## src/rtl/ole_pkg.sv

```systemverilog
`timescale 1ns / 1ps
// ----------------------------------------------------------------------------
// Ordered list engine package
// Operation codes, sequencer states and fixed field widths of the list engine.
// ----------------------------------------------------------------------------
package ole_pkg;

	localparam int KIND_W = 3;
	localparam int POS_W  = 6;
	localparam int DATA_W = 32;
	localparam int FPOS_W = 5;
	localparam int LEN_W  = 6;

	typedef enum logic [KIND_W-1:0] {
		KIND_INSERT = 3'd0,
		KIND_REMOVE = 3'd1,
		KIND_SET    = 3'd2,
		KIND_GET    = 3'd3,
		KIND_FIND   = 3'd4,
		KIND_CLEAR  = 3'd5
	} kind_t;

	typedef enum logic [2:0] {
		ST_IDLE,
		ST_SHIFT_UP,
		ST_INS_FINAL,
		ST_SHIFT_DN,
		ST_GET_WAIT,
		ST_FINDING
	} state_t;

endpackage

```

## src/rtl/ole_if.sv

```systemverilog
`timescale 1ns / 1ps
// ----------------------------------------------------------------------------
// Ordered list engine channels
// Valid/ready channels for operation items and result items.
// ----------------------------------------------------------------------------
interface ole_op_if import ole_pkg::*; ();
	logic              valid;
	logic              ready;
	logic [KIND_W-1:0] kind;
	logic [POS_W-1:0]  position;
	logic [DATA_W-1:0] data_value;

	modport source (output valid, kind, position, data_value, input ready);
	modport sink (input valid, kind, position, data_value, output ready);
endinterface

interface ole_res_if import ole_pkg::*; ();
	logic              valid;
	logic              ready;
	logic              ok;
	logic [DATA_W-1:0] read_value;
	logic              found;
	logic [FPOS_W-1:0] found_position;
	logic [LEN_W-1:0]  list_length;

	modport source (output valid, ok, read_value, found, found_position, list_length,
		input ready);
	modport sink (input valid, ok, read_value, found, found_position, list_length,
		output ready);
endinterface

```

## src/rtl/ole_ram.sv

```systemverilog
`timescale 1ns / 1ps
// ----------------------------------------------------------------------------
// Generic RAM
// One write port and one read port with a registered read.
// ----------------------------------------------------------------------------
module ole_ram #(
	parameter int WIDTH = 32,
	parameter int DEPTH = 32
) (
	input  logic                     clk,
	input  logic                     we,
	input  logic [$clog2(DEPTH)-1:0] waddr,
	input  logic [WIDTH-1:0]         wdata,
	input  logic [$clog2(DEPTH)-1:0] raddr,
	output logic [WIDTH-1:0]         rdata
);

	logic [WIDTH-1:0] mem [DEPTH];

	always_ff @(posedge clk) begin
		if (we) begin
			mem[waddr] <= wdata;
		end
		rdata <= mem[raddr];
	end

endmodule

```

## src/rtl/ordered_list_engine.sv

```systemverilog
`timescale 1ns / 1ps
// ----------------------------------------------------------------------------
// Ordered list engine
// Ordered list of words with insert, remove, set, get, find and clear.
// ----------------------------------------------------------------------------
// The list lives in one RAM of CAPACITY words with a single write port and a
// registered read port, and the engine works on one item at a time. Set, clear,
// rejected operations and an insert at the end of the list finish in the cycle
// in which they are taken; get waits for the registered read. Insert inside the
// list and remove read each later entry and write it back one place over, one
// entry per cycle through the RAM ports; the final write of either waits while
// the output register is busy. Find reads entries in order from the front until
// a match or the end of the list. The result item appears in an output
// register the cycle after the operation finishes; the next item is taken while
// that result still waits, as long as the output register is free or being
// emptied in the same cycle. Entries are not cleared at reset: only the length
// is, and every read stays below the length.
module ordered_list_engine
	import ole_pkg::*;
#(
	parameter int CAPACITY   = 32,
	parameter int ELEM_WIDTH = 32
) (
	input logic clk,
	input logic arst_n,
	ole_op_if.sink    op,
	ole_res_if.source res
);

	localparam int AW = $clog2(CAPACITY);
	localparam int CW = $clog2(CAPACITY + 1);
	// Common width for comparing positions against the length.
	localparam int KW = (CW > POS_W) ? CW : POS_W;

	state_t state_q, state_d;
	logic [CW-1:0] count_q, count_d;
	logic [AW-1:0] raddr_s1;
	logic [AW-1:0] pos_q;
	logic [ELEM_WIDTH-1:0] val_q;

	logic [AW-1:0] ram_raddr;
	logic [ELEM_WIDTH-1:0] ram_rdata;
	logic ram_we;
	logic [AW-1:0] ram_waddr;
	logic [ELEM_WIDTH-1:0] ram_wdata;

	logic res_valid_q;
	logic res_ok_q, res_found_q;
	logic [DATA_W-1:0] res_rd_q;
	logic [FPOS_W-1:0] res_fpos_q;
	logic [LEN_W-1:0] res_len_q;

	logic res_load, res_ok_d, res_found_d;
	logic [DATA_W-1:0] res_rd_d;
	logic [FPOS_W-1:0] res_fpos_d;

	logic out_free, in_ready, in_fire;
	logic [KW-1:0] pos_k, cnt_k, len_k, fpos_k;
	logic [AW-1:0] pos_a, last_a;
	logic [63:0] val_wide, rd_wide;
	logic [ELEM_WIDTH-1:0] val_in;

	// The output register can take a new result when it is empty or being read.
	assign out_free = !res_valid_q || res.ready;
	assign in_ready = (state_q == ST_IDLE) && out_free;
	assign in_fire  = op.valid && in_ready;
	assign op.ready = in_ready;

	assign pos_k    = KW'(op.position);
	assign cnt_k    = KW'(count_q);
	assign pos_a    = pos_k[AW-1:0];
	assign last_a   = AW'(cnt_k - KW'(1));
	assign val_wide = 64'(op.data_value);
	assign val_in   = val_wide[ELEM_WIDTH-1:0];
	assign rd_wide  = 64'(ram_rdata);
	assign fpos_k   = KW'(raddr_s1);

	ole_ram #(
		.WIDTH(ELEM_WIDTH),
		.DEPTH(CAPACITY)
	) u_entries (
		.clk  (clk),
		.we   (ram_we),
		.waddr(ram_waddr),
		.wdata(ram_wdata),
		.raddr(ram_raddr),
		.rdata(ram_rdata)
	);

	always_ff @(posedge clk or negedge arst_n) begin
		if (!arst_n) begin
			state_q <= ST_IDLE;
			count_q <= '0;
		end else begin
			state_q <= state_d;
			count_q <= count_d;
		end
	end

	// The read data always belongs to the address presented the cycle before.
	always_ff @(posedge clk) begin
		raddr_s1 <= ram_raddr;
		if (in_fire) begin
			pos_q <= pos_a;
			val_q <= val_in;
		end
	end

	always_comb begin
		state_d     = state_q;
		count_d     = count_q;
		ram_raddr   = raddr_s1;
		ram_we      = 1'b0;
		ram_waddr   = pos_a;
		ram_wdata   = val_in;
		res_load    = 1'b0;
		res_ok_d    = 1'b0;
		res_rd_d    = '0;
		res_found_d = 1'b0;
		res_fpos_d  = '0;

		unique case (state_q)
			ST_IDLE: begin
				if (in_fire) begin
					res_load = 1'b1;
					case (kind_t'(op.kind))
						KIND_INSERT: begin
							if (cnt_k < KW'(CAPACITY) && pos_k <= cnt_k) begin
								if (pos_k == cnt_k) begin
									// Append: nothing moves.
									ram_we   = 1'b1;
									count_d  = count_q + CW'(1);
									res_ok_d = 1'b1;
								end else begin
									res_load  = 1'b0;
									ram_raddr = last_a;
									state_d   = ST_SHIFT_UP;
								end
							end
						end
						KIND_REMOVE: begin
							if (pos_k < cnt_k) begin
								if (pos_a == last_a) begin
									count_d  = count_q - CW'(1);
									res_ok_d = 1'b1;
								end else begin
									res_load  = 1'b0;
									ram_raddr = pos_a + AW'(1);
									state_d   = ST_SHIFT_DN;
								end
							end
						end
						KIND_SET: begin
							if (pos_k < cnt_k) begin
								ram_we   = 1'b1;
								res_ok_d = 1'b1;
							end
						end
						KIND_GET: begin
							if (pos_k < cnt_k) begin
								res_load  = 1'b0;
								ram_raddr = pos_a;
								state_d   = ST_GET_WAIT;
							end
						end
						KIND_FIND: begin
							if (count_q != '0) begin
								res_load  = 1'b0;
								ram_raddr = '0;
								state_d   = ST_FINDING;
							end
						end
						KIND_CLEAR: begin
							count_d  = '0;
							res_ok_d = 1'b1;
						end
						default: begin
						end
					endcase
				end
			end
			ST_SHIFT_UP: begin
				// Move the entry just read one place up, then read the one below.
				ram_we    = 1'b1;
				ram_waddr = raddr_s1 + AW'(1);
				ram_wdata = ram_rdata;
				if (raddr_s1 == pos_q) begin
					state_d = ST_INS_FINAL;
				end else begin
					ram_raddr = raddr_s1 - AW'(1);
				end
			end
			ST_INS_FINAL: begin
				if (out_free) begin
					ram_we    = 1'b1;
					ram_waddr = pos_q;
					ram_wdata = val_q;
					count_d   = count_q + CW'(1);
					res_load  = 1'b1;
					res_ok_d  = 1'b1;
					state_d   = ST_IDLE;
				end
			end
			ST_SHIFT_DN: begin
				// Move the entry just read one place down, then read the one above.
				// On the last entry a busy output holds everything, and the read
				// of the same address repeats.
				ram_waddr = raddr_s1 - AW'(1);
				ram_wdata = ram_rdata;
				if (raddr_s1 == last_a) begin
					if (out_free) begin
						ram_we   = 1'b1;
						count_d  = count_q - CW'(1);
						res_load = 1'b1;
						res_ok_d = 1'b1;
						state_d  = ST_IDLE;
					end
				end else begin
					ram_we    = 1'b1;
					ram_raddr = raddr_s1 + AW'(1);
				end
			end
			ST_GET_WAIT: begin
				if (out_free) begin
					res_load = 1'b1;
					res_ok_d = 1'b1;
					res_rd_d = rd_wide[DATA_W-1:0];
					state_d  = ST_IDLE;
				end
			end
			ST_FINDING: begin
				if (ram_rdata == val_q) begin
					if (out_free) begin
						res_load    = 1'b1;
						res_ok_d    = 1'b1;
						res_found_d = 1'b1;
						res_fpos_d  = fpos_k[FPOS_W-1:0];
						state_d     = ST_IDLE;
					end
				end else if (raddr_s1 == last_a) begin
					if (out_free) begin
						res_load = 1'b1;
						state_d  = ST_IDLE;
					end
				end else begin
					ram_raddr = raddr_s1 + AW'(1);
				end
			end
			default: begin
				state_d = ST_IDLE;
			end
		endcase
	end

	assign len_k = KW'(count_d);

	always_ff @(posedge clk or negedge arst_n) begin
		if (!arst_n) begin
			res_valid_q <= 1'b0;
		end else if (res_load) begin
			res_valid_q <= 1'b1;
		end else if (res.ready) begin
			res_valid_q <= 1'b0;
		end
	end

	always_ff @(posedge clk) begin
		if (res_load) begin
			res_ok_q    <= res_ok_d;
			res_rd_q    <= res_rd_d;
			res_found_q <= res_found_d;
			res_fpos_q  <= res_fpos_d;
			res_len_q   <= len_k[LEN_W-1:0];
		end
	end

	assign res.valid          = res_valid_q;
	assign res.ok             = res_ok_q;
	assign res.read_value     = res_rd_q;
	assign res.found          = res_found_q;
	assign res.found_position = res_fpos_q;
	assign res.list_length    = res_len_q;

`ifndef ASSERT_OFF
	a_count_bound: assert property (@(posedge clk) disable iff (!arst_n)
		count_q <= CW'(CAPACITY))
		else $error("list length exceeds capacity");

	a_shift_no_collide: assert property (@(posedge clk) disable iff (!arst_n)
		(state_q == ST_SHIFT_UP || state_q == ST_SHIFT_DN) && ram_we
		|-> ram_waddr != ram_raddr)
		else $error("shift writes the entry it reads");

	a_count_on_result: assert property (@(posedge clk) disable iff (!arst_n)
		!res_load |=> $stable(count_q))
		else $error("length changed without a result");

	a_found_ok: assert property (@(posedge clk) disable iff (!arst_n)
		res_valid_q && res_found_q |-> res_ok_q)
		else $error("find match reported as failure");

	a_no_load_busy: assert property (@(posedge clk) disable iff (!arst_n)
		res_load |-> out_free)
		else $error("result loaded over a waiting result");
`endif

endmodule
```

## src/flat_wrapper.sv

```systemverilog
// flat-port wrapper written by rule: the top's interface ports become plain ports
module ordered_list_engine_flat import ole_pkg::*;
#(
	parameter int CAPACITY   = 32,
	parameter int ELEM_WIDTH = 32
)
  (clk, arst_n, op_valid, op_kind, op_position, op_data_value, op_ready, res_valid, res_ok, res_read_value, res_found, res_found_position, res_list_length, res_ready);
  ole_op_if op_i ();
  ole_res_if res_i ();
  input logic clk;
  input logic arst_n;
  input wire logic [$bits(op_i.valid)-1:0] op_valid;
  input wire logic [$bits(op_i.kind)-1:0] op_kind;
  input wire logic [$bits(op_i.position)-1:0] op_position;
  input wire logic [$bits(op_i.data_value)-1:0] op_data_value;
  output wire logic [$bits(op_i.ready)-1:0] op_ready;
  output wire logic [$bits(res_i.valid)-1:0] res_valid;
  output wire logic [$bits(res_i.ok)-1:0] res_ok;
  output wire logic [$bits(res_i.read_value)-1:0] res_read_value;
  output wire logic [$bits(res_i.found)-1:0] res_found;
  output wire logic [$bits(res_i.found_position)-1:0] res_found_position;
  output wire logic [$bits(res_i.list_length)-1:0] res_list_length;
  input wire logic [$bits(res_i.ready)-1:0] res_ready;
  assign op_i.valid = op_valid;
  assign op_i.kind = op_kind;
  assign op_i.position = op_position;
  assign op_i.data_value = op_data_value;
  assign op_ready = op_i.ready;
  assign res_valid = res_i.valid;
  assign res_ok = res_i.ok;
  assign res_read_value = res_i.read_value;
  assign res_found = res_i.found;
  assign res_found_position = res_i.found_position;
  assign res_list_length = res_i.list_length;
  assign res_i.ready = res_ready;
  ordered_list_engine #(.CAPACITY(CAPACITY), .ELEM_WIDTH(ELEM_WIDTH)) u_core (.clk(clk), .arst_n(arst_n), .op(op_i), .res(res_i));
endmodule
```

## config.mk

```make
export PLATFORM = sky130hd
export DESIGN_NAME = ordered_list_engine_flat
export DESIGN_NICKNAME = d
export VERILOG_FILES = /design/src/rtl/ole_pkg.sv /design/src/rtl/ole_if.sv /design/src/rtl/ole_ram.sv /design/src/rtl/ordered_list_engine.sv /design/src/flat_wrapper.sv
export SDC_FILE = /design/constraint.sdc
export NUM_CORES = 1
export LEC_CHECK = 0
export BUFFER_PORTS_ARGS = -buffer_cell sky130_fd_sc_hd__buf_2
export CAP_MARGIN = 20
export CORE_MARGIN = 2
export CORE_UTILIZATION = 55
export CTS_BUF_LIST = sky130_fd_sc_hd__clkbuf_4 sky130_fd_sc_hd__clkbuf_8 sky130_fd_sc_hd__clkbuf_16
export DETAILED_ROUTE_END_ITERATION = 6
export PLACE_DENSITY = 0.71
export SYNTH_ARGS = -nofsm -noshare
export SYNTH_HDL_FRONTEND = slang
export SYNTH_SLANG_ARGS = --single-unit
```

## constraint.sdc

```tcl
create_clock -name clk -period 14.19 [get_ports clk]
set_input_delay 2.838 -clock clk [delete_from_list [all_inputs] [get_ports clk]]
set_output_delay 2.838 -clock clk [all_outputs]
set_load 0.005 [all_outputs]
```

# After elaboration in Yosys (flattened, before gate mapping)
# Memories as Yosys holds them, arrays and structs flattened. A register that Yosys moved wholly into a read port is not among the register bits.
# Cells that the tools add are included.
# totals
ff_bits	97
mem_bits_rw	1024
input_bits	45
output_inout_bits	47
wordCells	124
memories	1
# mem_list
name	words	width	rd	rd_clocked_by_memory_dff	wr	line_no	rtl
u_core.u_entries.mem	32	32	1	1	1	ole_ram.sv:18	logic [WIDTH-1:0] mem [DEPTH];
# classes
add_sub_neg	5
magnitude_cmp	3
eq_ne	24
mux	66
n_reduce_logical	14
# op_table
operator	count
32-bit one-hot mux with 2 select lines	1
5-bit two-way mux	11
6-bit two-way mux	8
5-bit one-hot mux with 4 select lines	2
6-bit one-hot mux with 3 select lines	2
3-bit two-way mux	11
32-bit equality test	1
32-bit two-way mux	1
1-bit two-way mux	21
1-bit one-hot mux with 4 select lines	5
3-bit != test, second input constant	6
5-bit equality test	3
3-bit one-hot mux with 5 select lines	1
5-bit one-hot mux with 3 select lines	1
3-bit by 2-bit equality test with 1-bit output, second input constant	4
3-bit equality test, second input constant	4
3-bit one-hot mux with 4 select lines	1
5-bit by 1-bit adder with 5-bit output, second input constant	2
9-bit AND reduction	1
6-bit by 1-bit adder with 6-bit output, second input constant	1
3-bit by 1-bit equality test with 1-bit output, second input constant	2
6-bit equality test	1
6-bit less-or-equal comparator	1
3-bit logical NOT	2
15 further kinds	19

# Logic depth before layout (Yosys ltp)
# logic_depth
word_depth	8
depth_mapped	18

# By module
# Synthesis repeated with hierarchy kept, for this count alone.
# unflattened
hier_cells	2889
area_unflattened_um2	46643.5
# by_module_without_submodules
mod	n_inst	cells_per_inst	area_per_inst_um2	seq_area_each_um2
ole_ram	1	2260	40492.6	31390.1
ordered_list_engine	1	629	6150.9	2812.7

# Worst setup path before layout
# No wires, ideal clock.
# synth_timing
kind	input to register
start	in res_ready
end	mem u_core.u_entries.mem[20][0] (enable)
t_arrival_ns	6.278
path_slack_ns	7.491
stages	8
path_buffers	1
cell_sequence	nand2b_1 -> clkbuf_1 -> nand3_1 -> inv_1 -> a21oi_1 -> nand2b_1 -> or2_2 -> nor2_1
# synth_between
elab_chain_len	7
word_cells_on_any_way	11
# synth_lines
element	line_no	rtl
from (decl)	flat_wrapper.sv:23	input wire logic [$bits(res_i.ready)-1:0] res_ready;
1-bit logical OR	ordered_list_engine.sv:64	assign out_free = !res_valid_q || res.ready;
1-bit logical AND	ordered_list_engine.sv:65	assign in_ready = (state_q == ST_IDLE) && out_free;
1-bit logical AND	ordered_list_engine.sv:66	assign in_fire = op.valid && in_ready;
net u_core.in_fire	ordered_list_engine.sv:57	logic out_free, in_ready, in_fire;
1-bit two-way mux	ordered_list_engine.sv:124	if (in_fire) begin
1-bit one-hot mux with 4 select lines	ordered_list_engine.sv:122	unique case (state_q)
1-bit two-way mux	ole_ram.sv:21	if (we) begin
1-bit two-way mux (not written as such)	ole_ram.sv:22	mem[waddr] <= wdata;
to (decl)	ole_ram.sv:18	
# The timed path passes the listed nets, and every way through them passes these cells.

# Final worst setup path
# layout_timing
start	in op_position[0]
end	reg u_core.u_entries.rdata[5] (read register of u_core.u_entries.mem)
# layout_between
elab_chain_len	6
word_cells_on_any_way	14
# layout_lines
element	line_no	rtl
from (decl)	flat_wrapper.sv:14	input wire logic [$bits(op_i.position)-1:0] op_position;
5-bit by 1-bit adder with 5-bit output, or another cell as far along	ordered_list_engine.sv:148	ram_raddr = pos_a + AW'(1);
5-bit two-way mux, or another cell as far along	ordered_list_engine.sv:143	if (pos_a == last_a) begin
5-bit two-way mux, on equally long branches	ordered_list_engine.sv:142, ordered_list_engine.sv:128	
5-bit one-hot mux with 4 select lines *	ordered_list_engine.sv:126	case (kind_t'(op.kind))
5-bit two-way mux *	ordered_list_engine.sv:124	
5-bit one-hot mux with 4 select lines *	ordered_list_engine.sv:122	
to (decl)	ole_ram.sv:15	output logic [WIDTH-1:0] rdata
# Mark *: on every way between the ends. The rest lies on a longest branch, timed or not.
# A chain may end at the register's enable or synchronous reset.

==> out/qor.csv <==
metric,value,unit
CTS Buf Count,109,
hold_buf cts,0,
Max-cap violations,0,
Finished Layout Cells,4094,
Total Wirelength,120.0,mm
port buffer count,91,
Core Area,85150,um2
"Avg Cell Area, Syn",17.22,um2
Most used DFF post-synth,edfxtp_1,
CP max FO,58,
Worst-Skew Late Latency,690,ps
initial DRC count,3018,
dpl cells,3887,
placed wire-length estimate,64.73,mm
Area Overhead vs Synth,11.42,%
Tmin final,8006,ps
CP Data Arrival Time,8560,ps
TritonRoute pass-1 iters,7,
first-pass GRT wire length,172.7,mm
final core utilization,0.6186,
cell row count,107,
DIE HEIGHT,297.2,um
Mapped Cells,2746,
"Distinct cells, synth",68,
Worst-path clk slew,60,ps
Final setup viols,0,
final setup TNS,0,ps
Setup crit start kind,input pin,
Vias,25570,
"Cell Area, Synth",47280,um2
Max Clock Skew,30.42,ps
Total GRT Usage,0.2678,
Seq cells post-synth,1153,
worst hold slack,586.9,ps
Final Cycle Share,0.5642,
Slew Limit Fails,0,
DRC violations left,0,
setup bufs post-CTS,0,
"FFs w/ async S/R, synth",0.008673,
root buffer cell,clkbuf_16,
unrepaired setup endpoints after global routing,false,
Crit path required time,14740,ps
largest net degree at the start of global routing,113,
vias in the first global route,25070,
sequential cell area,34200,um2
Max Root-Sink Buffers,3,
CTS tree,built,
Slew headroom,0.2576,
M3 GR Usage,0.04236,
remaining antenna violation count after routing,0,
Final Hold Vio Count,0,
GRT Max-Usage Layer,met2,
Boundary Pins,92,
Fill cells,6046,
Multi-input gate area,12310,um2
gr ovfl total,0,
outcome,finished clean,
CTS Sinks,1153,
Die X,297.2,um
measured slew at the worst slew-check pin,1114,ps
Ys Warns,0,
M2 GR Usage,0.4425,
cts repair resizes,0,
met1 GRT Util,0.3574,
critical path class,input pin to flop,
sequential area share after synthesis,0.7235,
initial antenna violation count,3,
Initial Util,0.5552,
Nets,2911,
Die ar.,88320,um2
Tightest Hold Check Type,flop to flop,
H-tree levels,3,
Post-synth EDFFs,1106,
Avg WL per Cell,29.30,um
Setup crit end kind,flop,
routability cong.,0.8923,
fmax,124.9,MHz
layout cells sized above 1,0.1469,
Syn Nets,2802,
vias per cell,6.246,
synth_stat cells, types with 27 or more instances:
master       n  area (um2)
clkbuf_1    38       142.6
buf_4       53       397.9
a21oi_1     29       145.1
dfxtp_1     37       740.7
nor2_1      63       236.5
nand2_1     34       127.6
edfxtp_1  1106       33210
xnor2_1     48       420.4
mux2i_1    769        7697
and2_1      37       231.5
a222oi_1    32       320.3
o22ai_1    101       631.9
nor4_1      39       244.0
inv_1       47       176.4
buf_2       44       220.2
o21ai_0     27       135.1
o22ai_2     30       375.4
cells by family (layout without fill, tap and decap cells):
group                      after synthesis  count (layout)  synth area share
DFF                                   1153            1153            0.7235
muxes                                  771             771            0.1633
AOI/OAI and AO/OA                      273             273           0.04322
and+or+nand+nor                        273             273           0.03184
buffers and inverters                  202             403           0.02268
xor gates and xnor gates                63              63           0.01260
adders and majority gates               11              11          0.002911
other                                    0               3                 0
cell type report:
cell class                      count  share of cell area
Clock inverter                     52            0.007957
Timing Repair Buffer              152             0.01796
Inverter                           48            0.003421
Sequential cell                  1153              0.6493
Antenna cell                        3           0.0001425
Clock buffer                      151             0.06024
Tap cell                         1144             0.02717
Multi-Input combinational cell   1391              0.2338
per-stage QoR:
stage | cell area (um2) | worst slack (ps)
CTS | 52640 | 6313
detailed placement | 49050 | 5636
finish | 52670 | 6184
floorplan | 47280 | 7491
global route | 52670 | 5921
global placement | 49050 | 5761
registers in the layout, summed over array words and instances (netlist names):
signal,flops
u_core.res.found_position,5
u_core.pos_q,5
u_core.res.read_value,32
u_core.state_q,3
u_core.u_entries.rdata,32
u_core.u_entries.mem,1024
u_core.val_q,32
u_core.res.ok,1
u_core.res.found,1
u_core.res.list_length,6
u_core.raddr_s1,5
u_core.res.valid,1
u_core.cnt_k,6
worst max-delay path, stage by stage:
cell	delay, ps
buf_2	140
inv_1	70
ha_1	310
nand3_1	130
o21ai_0	90
a22o_1	280
nor4b_2	540
o221ai_1	260
a211oi_4	400
buf_4	720
buf_4	900
buf_4	860
mux2i_1	180
mux2i_1	180
o22ai_1	100
nor4_1	350
metal layers:
layer  vias up  part of all wire  wire length (um)
li1      11090                 -                 -
met1     13060              0.40             47670
met2      1200              0.49             58410
met3       228             0.077              9211
met4         2             0.039              4648
met5         -           0.00011                13
placed cells by master (no fill, tap or decap), drive strengths merged, types with 6 or more instances in the layout:
cell,Yosys,routed
o22ai,131,131
and2,37,37
nor2,63,63
dfrtp,10,10
xor2,12,12
mux2i,769,769
or2,6,6
buf,116,152
nor2b,7,7
nor3,17,17
ha,11,11
inv,48,51
o21ai,29,29
nand3,16,16
dfxtp,37,37
a21oi,29,29
or3,7,7
clkbuf,38,151
a31oi,8,8
a222oi,32,32
nor4,39,39
clkinv,0,39
nand4,14,14
nand2b,16,16
edfxtp,1106,1106
xnor2,48,48
nand2,34,34
worst paths after layout:
| kind | slack [ps] | startpoint | to | depth (start not counted) |
|---|---|---|---|---|
| max in group asynchronous | 11950 | arst_n | u_core.cnt_k[2] | 1 |
| setup reg to reg | 7340 | u_core.cnt_k[0] | u_core.u_entries.rdata[5] | 15 |
| hold reg to reg | 590 | u_core.u_entries.rdata[16] | u_core.res.read_value[16] | 1 |
| hold / removal | 590 | u_core.u_entries.rdata[16] | u_core.res.read_value[16] | 1 |
| min in group asynchronous | 2020 | arst_n | u_core.state_q[0] | 1 |
| setup / recovery | 6180 | op_position[0] | u_core.u_entries.rdata[5] | 16 |
Power is left out: the tool's default activity adds up to more than one toggle a clock period on the data nets, which glitch-free logic cannot reach.
